## src/rtl/core/samsu_pkg.sv

```systemverilog
// ----------------------------------------------------------------------------
// samsu_pkg
// Shared types, constants and pointer helpers for the three-stack unit.
// ----------------------------------------------------------------------------
package samsu_pkg;

	localparam int CAPACITY   = 16;
	localparam int NUM_STACKS = 3;
	localparam int DATA_WIDTH = 32;
	localparam int SEL_W      = 2;
	localparam int STAT_W     = 2;

	localparam int PTR_W  = $clog2(CAPACITY);
	localparam int SIDX_W = (NUM_STACKS > 1) ? $clog2(NUM_STACKS) : 1;
	localparam int Slice  = CAPACITY / NUM_STACKS;

	typedef logic [PTR_W-1:0]      ptr_t;
	typedef logic [SIDX_W-1:0]     sidx_t;
	typedef logic [DATA_WIDTH-1:0] data_t;
	typedef logic [STAT_W-1:0]     stat_t;

	localparam logic OP_PUSH = 1'b0;
	localparam logic OP_POP  = 1'b1;

	localparam stat_t STAT_OK    = 2'd0;
	localparam stat_t STAT_UNDER = 2'd1;
	localparam stat_t STAT_OVER  = 2'd2;

	function automatic ptr_t ptr_next(input ptr_t p);
		return (p == ptr_t'(CAPACITY - 1)) ? '0 : ptr_t'(p + 1'b1);
	endfunction

	function automatic ptr_t ptr_prev(input ptr_t p);
		return (p == '0) ? ptr_t'(CAPACITY - 1) : ptr_t'(p - 1'b1);
	endfunction

	// number of words between start and end, modulo the ring size
	function automatic ptr_t ptr_len(input ptr_t s, input ptr_t e);
		logic [PTR_W:0] wide;
		if (e >= s)
			wide = {1'b0, e} - {1'b0, s};
		else
			wide = {1'b0, e} + (PTR_W+1)'(CAPACITY) - {1'b0, s};
		return wide[PTR_W-1:0];
	endfunction

	function automatic sidx_t stk_next(input sidx_t k);
		return (k == sidx_t'(NUM_STACKS - 1)) ? '0 : sidx_t'(k + 1'b1);
	endfunction

	function automatic sidx_t stk_prev(input sidx_t k);
		return (k == '0) ? sidx_t'(NUM_STACKS - 1) : sidx_t'(k - 1'b1);
	endfunction

endpackage

```

## src/rtl/core/samsu_ram.sv

```systemverilog
// ----------------------------------------------------------------------------
// samsu_ram
// Generic simple dual-port RAM, one write and one registered read port.
// ----------------------------------------------------------------------------
module samsu_ram #(
	parameter int Width = 32,
	parameter int Depth = 16,
	localparam int AddrW = (Depth > 1) ? $clog2(Depth) : 1
) (
	input  logic             clk,
	input  logic             wr_en,
	input  logic [AddrW-1:0] wr_addr,
	input  logic [Width-1:0] wr_data,
	input  logic             rd_en,
	input  logic [AddrW-1:0] rd_addr,
	output logic [Width-1:0] rd_data
);

	logic [Width-1:0] mem [Depth];

	always_ff @(posedge clk) begin
		if (wr_en)
			mem[wr_addr] <= wr_data;
		if (rd_en)
			rd_data <= mem[rd_addr];
	end

endmodule

```

## src/rtl/core/shared_array_multi_stack_unit.sv

```systemverilog
// ----------------------------------------------------------------------------
// shared_array_multi_stack_unit
// Several stacks kept in one circular data memory, shifting neighbours on push.
// ----------------------------------------------------------------------------
// Input channel (in_valid / in_stall) carries op, stack_sel and push_value;
// output channel (out_valid / out_stall) returns pop_value and status, one
// result beat for every input beat, in order.
// A plain push, a pop, an underflow, an overflow or an out-of-range selector
// is handled by accepting the beat, writing or reading the memory, and then
// loading the result into the output register. No new input beat is taken
// until that result has been loaded.
// A push whose stack touches the next one first moves the chain of touching
// stacks up one slot, farthest first. Each moved stack is copied word by
// word through the single read and write port pair of the data memory
// (one word is read and one written per cycle).
// in_stall is high while an item is being worked on. When out_stall holds a
// result, the output register keeps it and the next result waits in the
// unit, which then takes no further input.
// Reset empties every stack, placing the stacks evenly round the ring; the
// data memory itself is not cleared and needs no clearing pass.
// ----------------------------------------------------------------------------
module shared_array_multi_stack_unit (
	input  logic                        clk,
	input  logic                        arst_n,
	input  logic                        in_valid,
	output logic                        in_stall,
	input  logic                        op,
	input  logic [samsu_pkg::SEL_W-1:0] stack_sel,
	input  logic [samsu_pkg::DATA_WIDTH-1:0] push_value,
	output logic                        out_valid,
	input  logic                        out_stall,
	output logic [samsu_pkg::DATA_WIDTH-1:0] pop_value,
	output logic [samsu_pkg::STAT_W-1:0] status
);
	import samsu_pkg::*;

	localparam logic [1:0] S_IDLE   = 2'd0;
	localparam logic [1:0] S_SHIFT  = 2'd1;
	localparam logic [1:0] S_RESULT = 2'd2;

	logic [1:0] state_q;
	ptr_t       start_q [NUM_STACKS];
	ptr_t       end_q   [NUM_STACKS];

	sidx_t s_q;
	sidx_t k_q;
	data_t value_q;
	ptr_t  cnt_q;
	ptr_t  src_q;
	logic  pend_s1;
	ptr_t  wdst_s1;
	logic  res_pop_q;
	stat_t res_status_q;

	logic  out_valid_q;
	data_t pop_value_q;
	stat_t status_q;

	logic  accept;
	logic  sel_ok;
	sidx_t sel_i;
	logic  [NUM_STACKS-1:0] touch;
	logic  chain_end;
	logic  over;
	sidx_t far;
	logic  empty;
	logic  shift_step_done;
	logic  last_stack;

	logic  ram_wr_en;
	ptr_t  ram_wr_addr;
	data_t ram_wr_data;
	logic  ram_rd_en;
	ptr_t  ram_rd_addr;
	data_t ram_rd_data;

	assign in_stall  = (state_q != S_IDLE);
	assign accept    = in_valid && !in_stall;
	assign out_valid = out_valid_q;
	assign pop_value = pop_value_q;
	assign status    = status_q;

	assign sel_ok = (stack_sel < NUM_STACKS);
	assign sel_i  = sel_ok ? sidx_t'(stack_sel) : '0;
	assign empty  = (start_q[sel_i] == end_q[sel_i]);

	// walk the chain of touching stacks starting at the addressed one
	always_comb begin
		for (int k = 0; k < NUM_STACKS; k++)
			touch[k] = (end_q[k] == start_q[stk_next(sidx_t'(k))]);
		far       = sel_i;
		chain_end = 1'b0;
		for (int i = 0; i < NUM_STACKS; i++) begin
			if (!chain_end) begin
				if (!touch[far])
					chain_end = 1'b1;
				else
					far = stk_next(far);
			end
		end
		over = !chain_end;
	end

	assign shift_step_done = (state_q == S_SHIFT) && (cnt_q == '0) && !pend_s1;
	assign last_stack      = (k_q == stk_next(s_q));

	always_comb begin
		ram_rd_en   = 1'b0;
		ram_rd_addr = src_q;
		ram_wr_en   = 1'b0;
		ram_wr_addr = wdst_s1;
		ram_wr_data = ram_rd_data;
		if (accept && sel_ok) begin
			if (op == OP_POP) begin
				ram_rd_en   = !empty;
				ram_rd_addr = ptr_prev(end_q[sel_i]);
			end else if (!over && far == sel_i) begin
				ram_wr_en   = 1'b1;
				ram_wr_addr = end_q[sel_i];
				ram_wr_data = push_value;
			end
		end
		if (state_q == S_SHIFT) begin
			ram_rd_en = (cnt_q != '0);
			if (pend_s1) begin
				ram_wr_en = 1'b1;
			end else if (shift_step_done && last_stack) begin
				ram_wr_en   = 1'b1;
				ram_wr_addr = end_q[s_q];
				ram_wr_data = value_q;
			end
		end
	end

	samsu_ram #(
		.Width(DATA_WIDTH),
		.Depth(CAPACITY)
	) u_ram (
		.clk    (clk),
		.wr_en  (ram_wr_en),
		.wr_addr(ram_wr_addr),
		.wr_data(ram_wr_data),
		.rd_en  (ram_rd_en),
		.rd_addr(ram_rd_addr),
		.rd_data(ram_rd_data)
	);

	always_ff @(posedge clk or negedge arst_n) begin
		if (!arst_n) begin
			state_q     <= S_IDLE;
			out_valid_q <= 1'b0;
			pend_s1     <= 1'b0;
			cnt_q       <= '0;
			for (int i = 0; i < NUM_STACKS; i++) begin
				start_q[i] <= ptr_t'(i * Slice);
				end_q[i]   <= ptr_t'(i * Slice);
			end
		end else begin
			if (out_valid_q && !out_stall)
				out_valid_q <= 1'b0;
			case (state_q)
				S_IDLE: begin
					if (accept) begin
						s_q          <= sel_i;
						value_q      <= push_value;
						res_pop_q    <= 1'b0;
						res_status_q <= STAT_OK;
						state_q      <= S_RESULT;
						if (sel_ok) begin
							if (op == OP_POP) begin
								if (empty) begin
									res_status_q <= STAT_UNDER;
								end else begin
									end_q[sel_i] <= ptr_prev(end_q[sel_i]);
									res_pop_q    <= 1'b1;
								end
							end else if (over) begin
								res_status_q <= STAT_OVER;
							end else if (far == sel_i) begin
								end_q[sel_i] <= ptr_next(end_q[sel_i]);
							end else begin
								k_q     <= far;
								cnt_q   <= ptr_len(start_q[far], end_q[far]);
								src_q   <= ptr_prev(end_q[far]);
								state_q <= S_SHIFT;
							end
						end
					end
				end
				S_SHIFT: begin
					pend_s1 <= (cnt_q != '0);
					if (cnt_q != '0) begin
						// word read now lands one slot higher next cycle
						wdst_s1 <= ptr_next(src_q);
						src_q   <= ptr_prev(src_q);
						cnt_q   <= cnt_q - 1'b1;
					end else if (!pend_s1) begin
						start_q[k_q] <= ptr_next(start_q[k_q]);
						end_q[k_q]   <= ptr_next(end_q[k_q]);
						if (last_stack) begin
							end_q[s_q] <= ptr_next(end_q[s_q]);
							state_q    <= S_RESULT;
						end else begin
							k_q   <= stk_prev(k_q);
							cnt_q <= ptr_len(start_q[stk_prev(k_q)], end_q[stk_prev(k_q)]);
							src_q <= ptr_prev(end_q[stk_prev(k_q)]);
						end
					end
				end
				S_RESULT: begin
					if (!out_valid_q || !out_stall) begin
						out_valid_q <= 1'b1;
						pop_value_q <= res_pop_q ? ram_rd_data : '0;
						status_q    <= res_status_q;
						state_q     <= S_IDLE;
					end
				end
				default: begin
					state_q <= S_IDLE;
				end
			endcase
		end
	end

endmodule

```

## config.mk

```make
export PLATFORM = sky130hd
export DESIGN_NAME = shared_array_multi_stack_unit
export DESIGN_NICKNAME = d
export VERILOG_FILES = /design/src/rtl/core/samsu_pkg.sv /design/src/rtl/core/samsu_ram.sv /design/src/rtl/core/shared_array_multi_stack_unit.sv
export SDC_FILE = /design/constraint.sdc
export NUM_CORES = 1
export LEC_CHECK = 0
export ABC_CLOCK_PERIOD_IN_PS = 11720
export BUFFER_PORTS_ARGS = -buffer_cell sky130_fd_sc_hd__buf_2
export CORE_MARGIN = 2
export CORE_UTILIZATION = 30
export CTS_CLUSTER_DIAMETER = 40
export DETAILED_ROUTE_END_ITERATION = 8
export GPL_TIMING_DRIVEN = 1
export SLEW_MARGIN = 15
export SYNTH_ARGS = -nofsm -noshare
export SYNTH_HDL_FRONTEND = slang
export SYNTH_SLANG_ARGS = --single-unit
export TNS_END_PERCENT = 30
```

## constraint.sdc

```tcl
create_clock -name clk -period 11.72 [get_ports clk]
set_input_delay 1.758 -clock clk [delete_from_list [all_inputs] [get_ports clk]]
set_output_delay 1.758 -clock clk [all_outputs]
set_load 0.05 [all_outputs]
```

==> results of run 1 <==
how the worst max path moves through the flow:
stage | startpoint | slack (ns) | endpoint
3_3_place_gp | stack_sel[1] | 5.08 | u_ram.rd_data[17]
3_5_place_dp | stack_sel[1] | 4.98 | u_ram.rd_data[19]
2_1_floorplan | stack_sel[0] | 5.95 | u_ram.rd_data[0]
4_1_cts | stack_sel[1] | 5.65 | u_ram.rd_data[10]
5_1_grt | stack_sel[1] | 5.34 | u_ram.rd_data[10]
6_report | stack_sel[1] | 5.58 | u_ram.rd_data[16]
layout make-up:
cell class	instances	area (sq um)
fill	8471	58600
sequential	657	19600
multi-input combinational	847	7890
clock buffer	100	2350
tap	1243	1560
timing repair buffer	138	883
clock inverter	68	826
inverter	30	113
cells in the mapped netlist, drive strengths merged, types with 7 or more instances:
master / count / area [sq um]
o21ai: 76 / 384
a211oi: 7 / 52.6
nor2b: 9 / 56.3
nor3: 9 / 45.0
buf: 46 / 277
clkbuf: 52 / 195
dfstp: 8 / 210
a31oi: 10 / 62.6
a21oi: 45 / 233
a2bb2oi: 12 / 105
xnor2: 22 / 193
a22oi: 66 / 500
nor2: 61 / 229
ha: 25 / 313
xor2: 8 / 70.1
and2: 37 / 231
nand3: 7 / 35.0
edfxtp: 625 / 18800
mux4: 128 / 2880
dfrtp: 24 / 601
nand2: 141 / 529
inv: 29 / 109
mux2i: 73 / 731
mux2: 18 / 203
kinds of logic after synthesis:
| kind of cell | Yosys count | synth area share, % |
|---|---|---|
| flops | 657 | 70.3 |
| simple gates | 293 | 4.80 |
| compound gates | 278 | 6.86 |
| mux | 219 | 13.7 |
| buf+inv | 128 | 2.10 |
| xor+xnor | 30 | 0.944 |
| fa+ha+maj | 27 | 1.27 |
registers in the layout, indices dropped and copies added, names as in the netlist:
name	count
status	2
wdst_s1	4
res_pop_q	1
src_q	4
u_ram.mem	512
out_valid	1
res_status_q	2
k_q	2
value_q	32
start_q	12
cnt_q	4
end_q	12
u_ram.rd_data	32
state_q	2
s_q	2
pend_s1	1
pop_value	32
layer usage:
metal / global-route usage (%) / share of wire [%] / vias to the layer above
met5: 0 / 0 / -
met4: 4.41 / 2.3 / 0
met1: 20.7 / 44 / 8067
met2: 22.9 / 46 / 629
li1: - / - / 6775
met3: 2.84 / 7.3 / 131
power by group:
group          internal, mW  switching [mW]  total (mW)  leakage, nW
clock network          1.73            1.09        2.82         1.53
logic                 0.494           0.821        1.32         3.60
registers              2.87           0.135        3.00         6.04
total                  5.09            2.05        7.14         11.2
metrics by stage:
stage               cells  power [mW]
floorplan            1632        3.92
CTS                  3081        7.18
global placement     2913        4.31
finish               3083        7.14
detailed placement   2913        4.35
global route         3083        7.41
==> results.sh, run 1 <==
export IMPL_wire_per_inst_um=22.7
export IMPL_crit_family="buffers and inverters"
export IMPL_synth_distinct_cells=78
export IMPL_worst_pin_slew_ns=1.16
export IMPL_criticalPathCategory="input port to register"
export IMPL_layout_min_cycle_time_ns=6.14
export IMPL_drive_above_1_share_pct=26.9
export IMPL_cts_resized=0
export IMPL_maxSlewViolCount=0
export IMPL_cp_cell_sequence="buf_2 -> inv_1 -> ha_1 -> nor2b_1 -> a22oi_2 -> inv_1 -> ha_1 -> o21ai_4 -> buf_4 -> buf_4 -> mux4_2 -> a22oi_1 -> nand2_1"
export IMPL_hold_path_cell_count=0
export IMPL_antenna_found_initial=2
export IMPL_finalNetCount=1830
export IMPL_setup_slack_ns=5.58
export IMPL_synth_seq_cells=657
export IMPL_crit_arrival_ns=6.54
export IMPL_grt_pass1_wl_um=104000
export IMPL_synth_nets=1698
export IMPL_ys_warn_count=0
export IMPL_pre_cts_slack_ns=4.98
export IMPL_die_area_sq_mm=0.0952
export IMPL_required_ns=12.11
export IMPL_slowest_delay_ns=1.01
export IMPL_cp_end_kind="register"
export IMPL_finalCritPeriodShare_pct=52.4
export IMPL_viasPerCell=5.06
export IMPL_hp_start="res_status_q[1]"
export IMPL_final_setup_tns_ns=0
export IMPL_timing_rr_end="u_ram.mem[13][0]"
export IMPL_cts_hold_buf=0
export IMPL_fin_util_pct=36.2
export IMPL_path_clk_slew_ns=0.06
export IMPL_r2r_start="k_q[0]"
export IMPL_slew_headroom_pct=22.9
export IMPL_ant_nets=0
export IMPL_drt_wl_total_um=70000
export IMPL_postLayoutCellArea_sq_mm=0.0332
export IMPL_ioPinCount=75
export IMPL_min_path_type="register to register"
export IMPL_timing_fmax_mhz=163
export IMPL_final_common_cell="edfxtp_1"
export IMPL_synthCells=1632
export IMPL_yosysSeqAreaShare_pct=70.3
export IMPL_skew_ns=0.0360
export IMPL_power_leakage_nw=11.2
export IMPL_die_w_um=309
export IMPL_initial_utilization_pct=30.3
export IMPL_clkLatencyLatePin_ns=0.67
export IMPL_dpl_hpwl_um=38000
export IMPL_final_cell_mix="edfxtp_1 (625), nand2_1 (141), mux4_2 (128)"
export IMPL_io_buffers=74
export IMPL_n_antenna_cell=0
export IMPL_gp_congestion=0.877
export IMPL_firstDrtPassIters=6
export IMPL_cts_tree="done"
export IMPL_start_kind="input port"
export IMPL_drt_iter0_drc=1957
export IMPL_setup_viol=0
export IMPL_worst_path_buf_inv=5
export IMPL_grt_start_max_net_pins=128
export IMPL_synth_flop_cell="edfxtp_1"
export IMPL_synth_avg_cell_area_sq_um=17.1
export IMPL_fp_coreArea_sq_mm=0.0918
export IMPL_powerDensity_mw_per_mm2=215
export IMPL_r2r_setup_slack_ns=6.62
export IMPL_hold_end="status[1]"
export IMPL_cts_sinks=657
export IMPL_place_area_sq_mm=0.0300
export IMPL_grt_usage_pct=14.7
export IMPL_vias=15600
export IMPL_outcome="complete, no violations"
export IMPL_worst_path_max_fanout=75
export IMPL_crit_cells=13
export IMPL_die_y_um=309
export IMPL_synth_edf_count=625
export IMPL_area_growth_pct=19.2
export IMPL_hold_viol_final=0
export IMPL_cts_buffers=90
export IMPL_drc=0
export IMPL_clockBufferDepth=3
export IMPL_grt_pass1_vias=16100
export IMPL_cap_viol_max_count=0
export IMPL_rr_worst_depth=11
export IMPL_root_buffer="clkbuf_16"
export IMPL_peakVddDrop_v=0.000116
export IMPL_fp_row_count=111
export IMPL_h_tree_depth=3
export IMPL_post_cts_buffers=0
export IMPL_worst_path_max_delay_cell="buf_4"
export IMPL_synth_async_reset_ratio_pct=4.87
export IMPL_synth_area_sq_mm=0.0278
export IMPL_hold_worst_slack_ns=0.423
export IMPL_grt_overflow_total=0
export IMPL_rsz0062_at_grt="no"
Note: power is estimated with default switching activity, not from simulation.
==> run 2, diff against run 1 <==
ABC_AREA = 1   (was default)
ABC_CLOCK_PERIOD_IN_PS = 5600   (was 11720)
clock period = 5.6 ns   (was 11.72 ns; I/O delays follow)
==> run 2 against run 1 <==
Net effect: count of clock-buffer cells in the layout is 2 higher; final cell count grew 30%; final area grew 3.5%; utilization is essentially flat; register-to-register slack lost 5.5 ns; via count increased by 29%; clock skew is 0.0092 ns lower; sequential cell count is the same.
==> results.sh, run 2 <==
export IMPL_r2r_start="cnt_q[0]"
export IMPL_clkLatencyLatePin_ns=0.65
export IMPL_skew_ns=0.0268
export IMPL_final_cell_mix="edfxtp_1 (625), nor2_1 (509), o21ai_0 (395)"
export IMPL_synth_async_reset_ratio_pct=4.87
export IMPL_slew_headroom_pct=25.0
export IMPL_synth_distinct_cells=50
export IMPL_initial_utilization_pct=30.3
export IMPL_place_area_sq_mm=0.0311
export IMPL_largest_reg_flops=512
export IMPL_fp_coreArea_sq_mm=0.0950
export IMPL_timing_fmax_mhz=223
export IMPL_rsz0062_at_grt="no"
export IMPL_h_tree_depth=3
export IMPL_yosysSeqAreaShare_pct=68.1
export IMPL_synth_area_sq_mm=0.0288
export IMPL_slowest_delay_ns=0.68
export IMPL_synth_avg_cell_area_sq_um=11.2
export IMPL_root_buffer="clkbuf_16"
export IMPL_final_setup_tns_ns=0
export IMPL_path_clk_slew_ns=0.05
export IMPL_cts_hold_buf=0
export IMPL_postLayoutCellArea_sq_mm=0.0344
export IMPL_final_common_cell="edfxtp_1"
export IMPL_power_mw=20.6
export IMPL_cp_cell_sequence="inv_1 -> ha_1 -> nand2_1 -> nor2_1 -> inv_1 -> nor2_1 -> inv_1 -> nor2_1 -> nand2_2 -> inv_1 -> a21oi_1 -> o21ai_0 -> o21ai_0 -> inv_1 -> nand3_1 -> nor2_4 -> buf_12"
export IMPL_drc=0
export IMPL_grt_busiest_layer="met2"
export IMPL_area_growth_pct=19.5
export IMPL_num_fill_cells=9298
export IMPL_gp_congestion=0.926
export IMPL_cp_common_cell="inv_1"
export IMPL_grt_util_met1_pct=23.2
export IMPL_worst_path_buf_inv=6
export IMPL_grt_overflow_total=0
export IMPL_crit_family="simple AND/OR/NAND/NOR gates"
export IMPL_die_w_um=314
export IMPL_maxSlewViolCount=0
export IMPL_synth_nets=2628
export IMPL_die_y_um=314
export IMPL_start_kind="register"
export IMPL_ant_nets=0
export IMPL_dpl_hpwl_um=47100
export IMPL_outcome="complete, no violations"
export IMPL_vias=20100
export IMPL_synth_common_cells="edfxtp_1 (625), nor2_1 (526), o21ai_0 (396)"
export IMPL_synthCells=2562
export IMPL_io_buffers=74
export IMPL_die_area_sq_mm=0.0983
export IMPL_grt_pass1_vias=18900
export IMPL_grt_usage_pct=15.8
export IMPL_grtUsageMet3_pct=2.83
export IMPL_required_ns=5.94
export IMPL_cap_viol_max_count=0
export IMPL_yosysMostFrequentCell="edfxtp_1"
export IMPL_power_leakage_nw=12.1
export IMPL_synth_edf_count=625
export IMPL_synth_top_cell_by_area="edfxtp_1"
export IMPL_grt_start_max_net_pins=151
export IMPL_cts_buffers=92
export IMPL_cts_sinks=657
export IMPL_clockBufferDepth=3
export IMPL_ys_top_cells_by_area="edfxtp_1 (65%), o21ai_0 (6.9%), nor2_1 (6.9%)"
export IMPL_cp_end_kind="register"
export IMPL_r2r_setup_slack_ns=1.11
export IMPL_post_cts_buffers=0
export IMPL_synth_seq_cells=657
export IMPL_criticalPathCategory="register to register"
export IMPL_grt_pass1_wl_um=119000
export IMPL_peakVddDrop_v=0.000364
export IMPL_synth_top_area_share_pct=65.3
export IMPL_timing_rr_end="u_ram.mem[5][14]"
export IMPL_setup_viol=0
export IMPL_instances_no_fill=4014
export IMPL_cts_resized=0
export IMPL_drive_above_1_share_pct=15.2
export IMPL_min_path_type="input port to asynchronous set/reset pin"
export IMPL_powerDensity_mw_per_mm2=600
export IMPL_drt_iter0_drc=2307
export IMPL_finalCritPeriodShare_pct=80.2
export IMPL_worst_path_max_fanout=13
export IMPL_crit_arrival_ns=4.83
export IMPL_hold_viol_final=0
export IMPL_wire_per_inst_um=19.8
export IMPL_finalNetCount=2738
export IMPL_use_met2_pct=24.0
export IMPL_worst_path_max_delay_cell="nor2_4"
export IMPL_viasPerCell=5.00
export IMPL_n_antenna_cell=0
export IMPL_top_register="u_ram.mem"
export IMPL_ys_warn_count=0
export IMPL_drt_wl_total_um=79600
export IMPL_fp_row_count=113
export IMPL_placed_cells=3843
export IMPL_firstDrtPassIters=5
export IMPL_rr_worst_depth=17
export IMPL_worst_pin_slew_ns=1.12
export IMPL_layout_min_cycle_time_ns=4.49
export IMPL_ioPinCount=75
export IMPL_antenna_found_initial=3
export IMPL_synth_flop_cell="edfxtp_1"
export IMPL_cts_tree="done"
-- run 2: cell types whose count changed after synthesis, moves of 59 or more --
| cell | previous run | this run |
|---|---|---|
| a22oi_1 | 65 | 6 |
| inv_1 | 28 | 149 |
| mux2i_1 | 73 | 1 |
| mux4_2 | 128 | 0 |
| nand2_1 | 141 | 270 |
| nor2_1 | 61 | 526 |
| o21ai_0 | 69 | 396 |
-- run 2: layer usage --
metal  routed length (um)  share of wire (%)
met3                 6210                7.8
met2                34900                 44
met5                   13              0.016
met1                36600                 46
met4                 1850                2.3
-- run 2: power breakdown --
part | internal, mW | switching, mW
logic | 2.46 | 5.61
registers | 6.33 | 0.282
clock network | 3.63 | 2.30
total | 12.4 | 8.20
-- run 2: worst max-delay path by stage --
| stage | start | to | slack [ns] | cells after the start |
|---|---|---|---|---|
| 2_1_floorplan | stack_sel[0] | u_ram.rd_data[0] | 0.74 | 10 |
| 5_1_grt | cnt_q[0] | u_ram.mem[5][29] | 0.85 | 17 |
| 3_3_place_gp | stack_sel[0] | u_ram.rd_data[4] | 0.78 | 22 |
| 6_report | cnt_q[0] | u_ram.mem[5][14] | 1.11 | 17 |
| 3_5_place_dp | stack_sel[0] | u_ram.rd_data[3] | 0.65 | 18 |
| 4_1_cts | cnt_q[0] | u_ram.mem[5][14] | 1.21 | 17 |
-- run 2: through the flow --
stage	hold slack (ns)	setup WS (ns)	utilization [%]
2_1_floorplan	0.400	0.744	-
3_3_place_gp	0.403	0.783	32.7
3_5_place_dp	0.407	0.654	32.7
4_1_cts	0.301	1.21	36.1
5_1_grt	0.346	0.849	36.2
6_report	0.313	1.11	36.2
-- run 2: cell families (layout without fill, tap and decap cells) --
kind of cell,after synthesis,count (layout),share of synthesized area (%)
and+or+nand+nor,923,923,13.2
DFF,657,657,68.1
AOI/OAI and AO/OA,634,634,12.8
buffers and inverters,301,488,4.02
adders and majority gates,27,27,1.23
xor gates and xnor gates,19,19,0.605
muxes,1,1,0.0348
-- run 2: cell type report --
type,count,area [sq um],area share [%]
flip-flops and latches,657,19600,57.0
multi-input cells,1604,8300,24.2
clock buffers,102,2360,6.87
well taps,1265,1580,4.61
repair buffers,149,1080,3.15
clock inverters,69,807,2.35
inverters,168,638,1.86
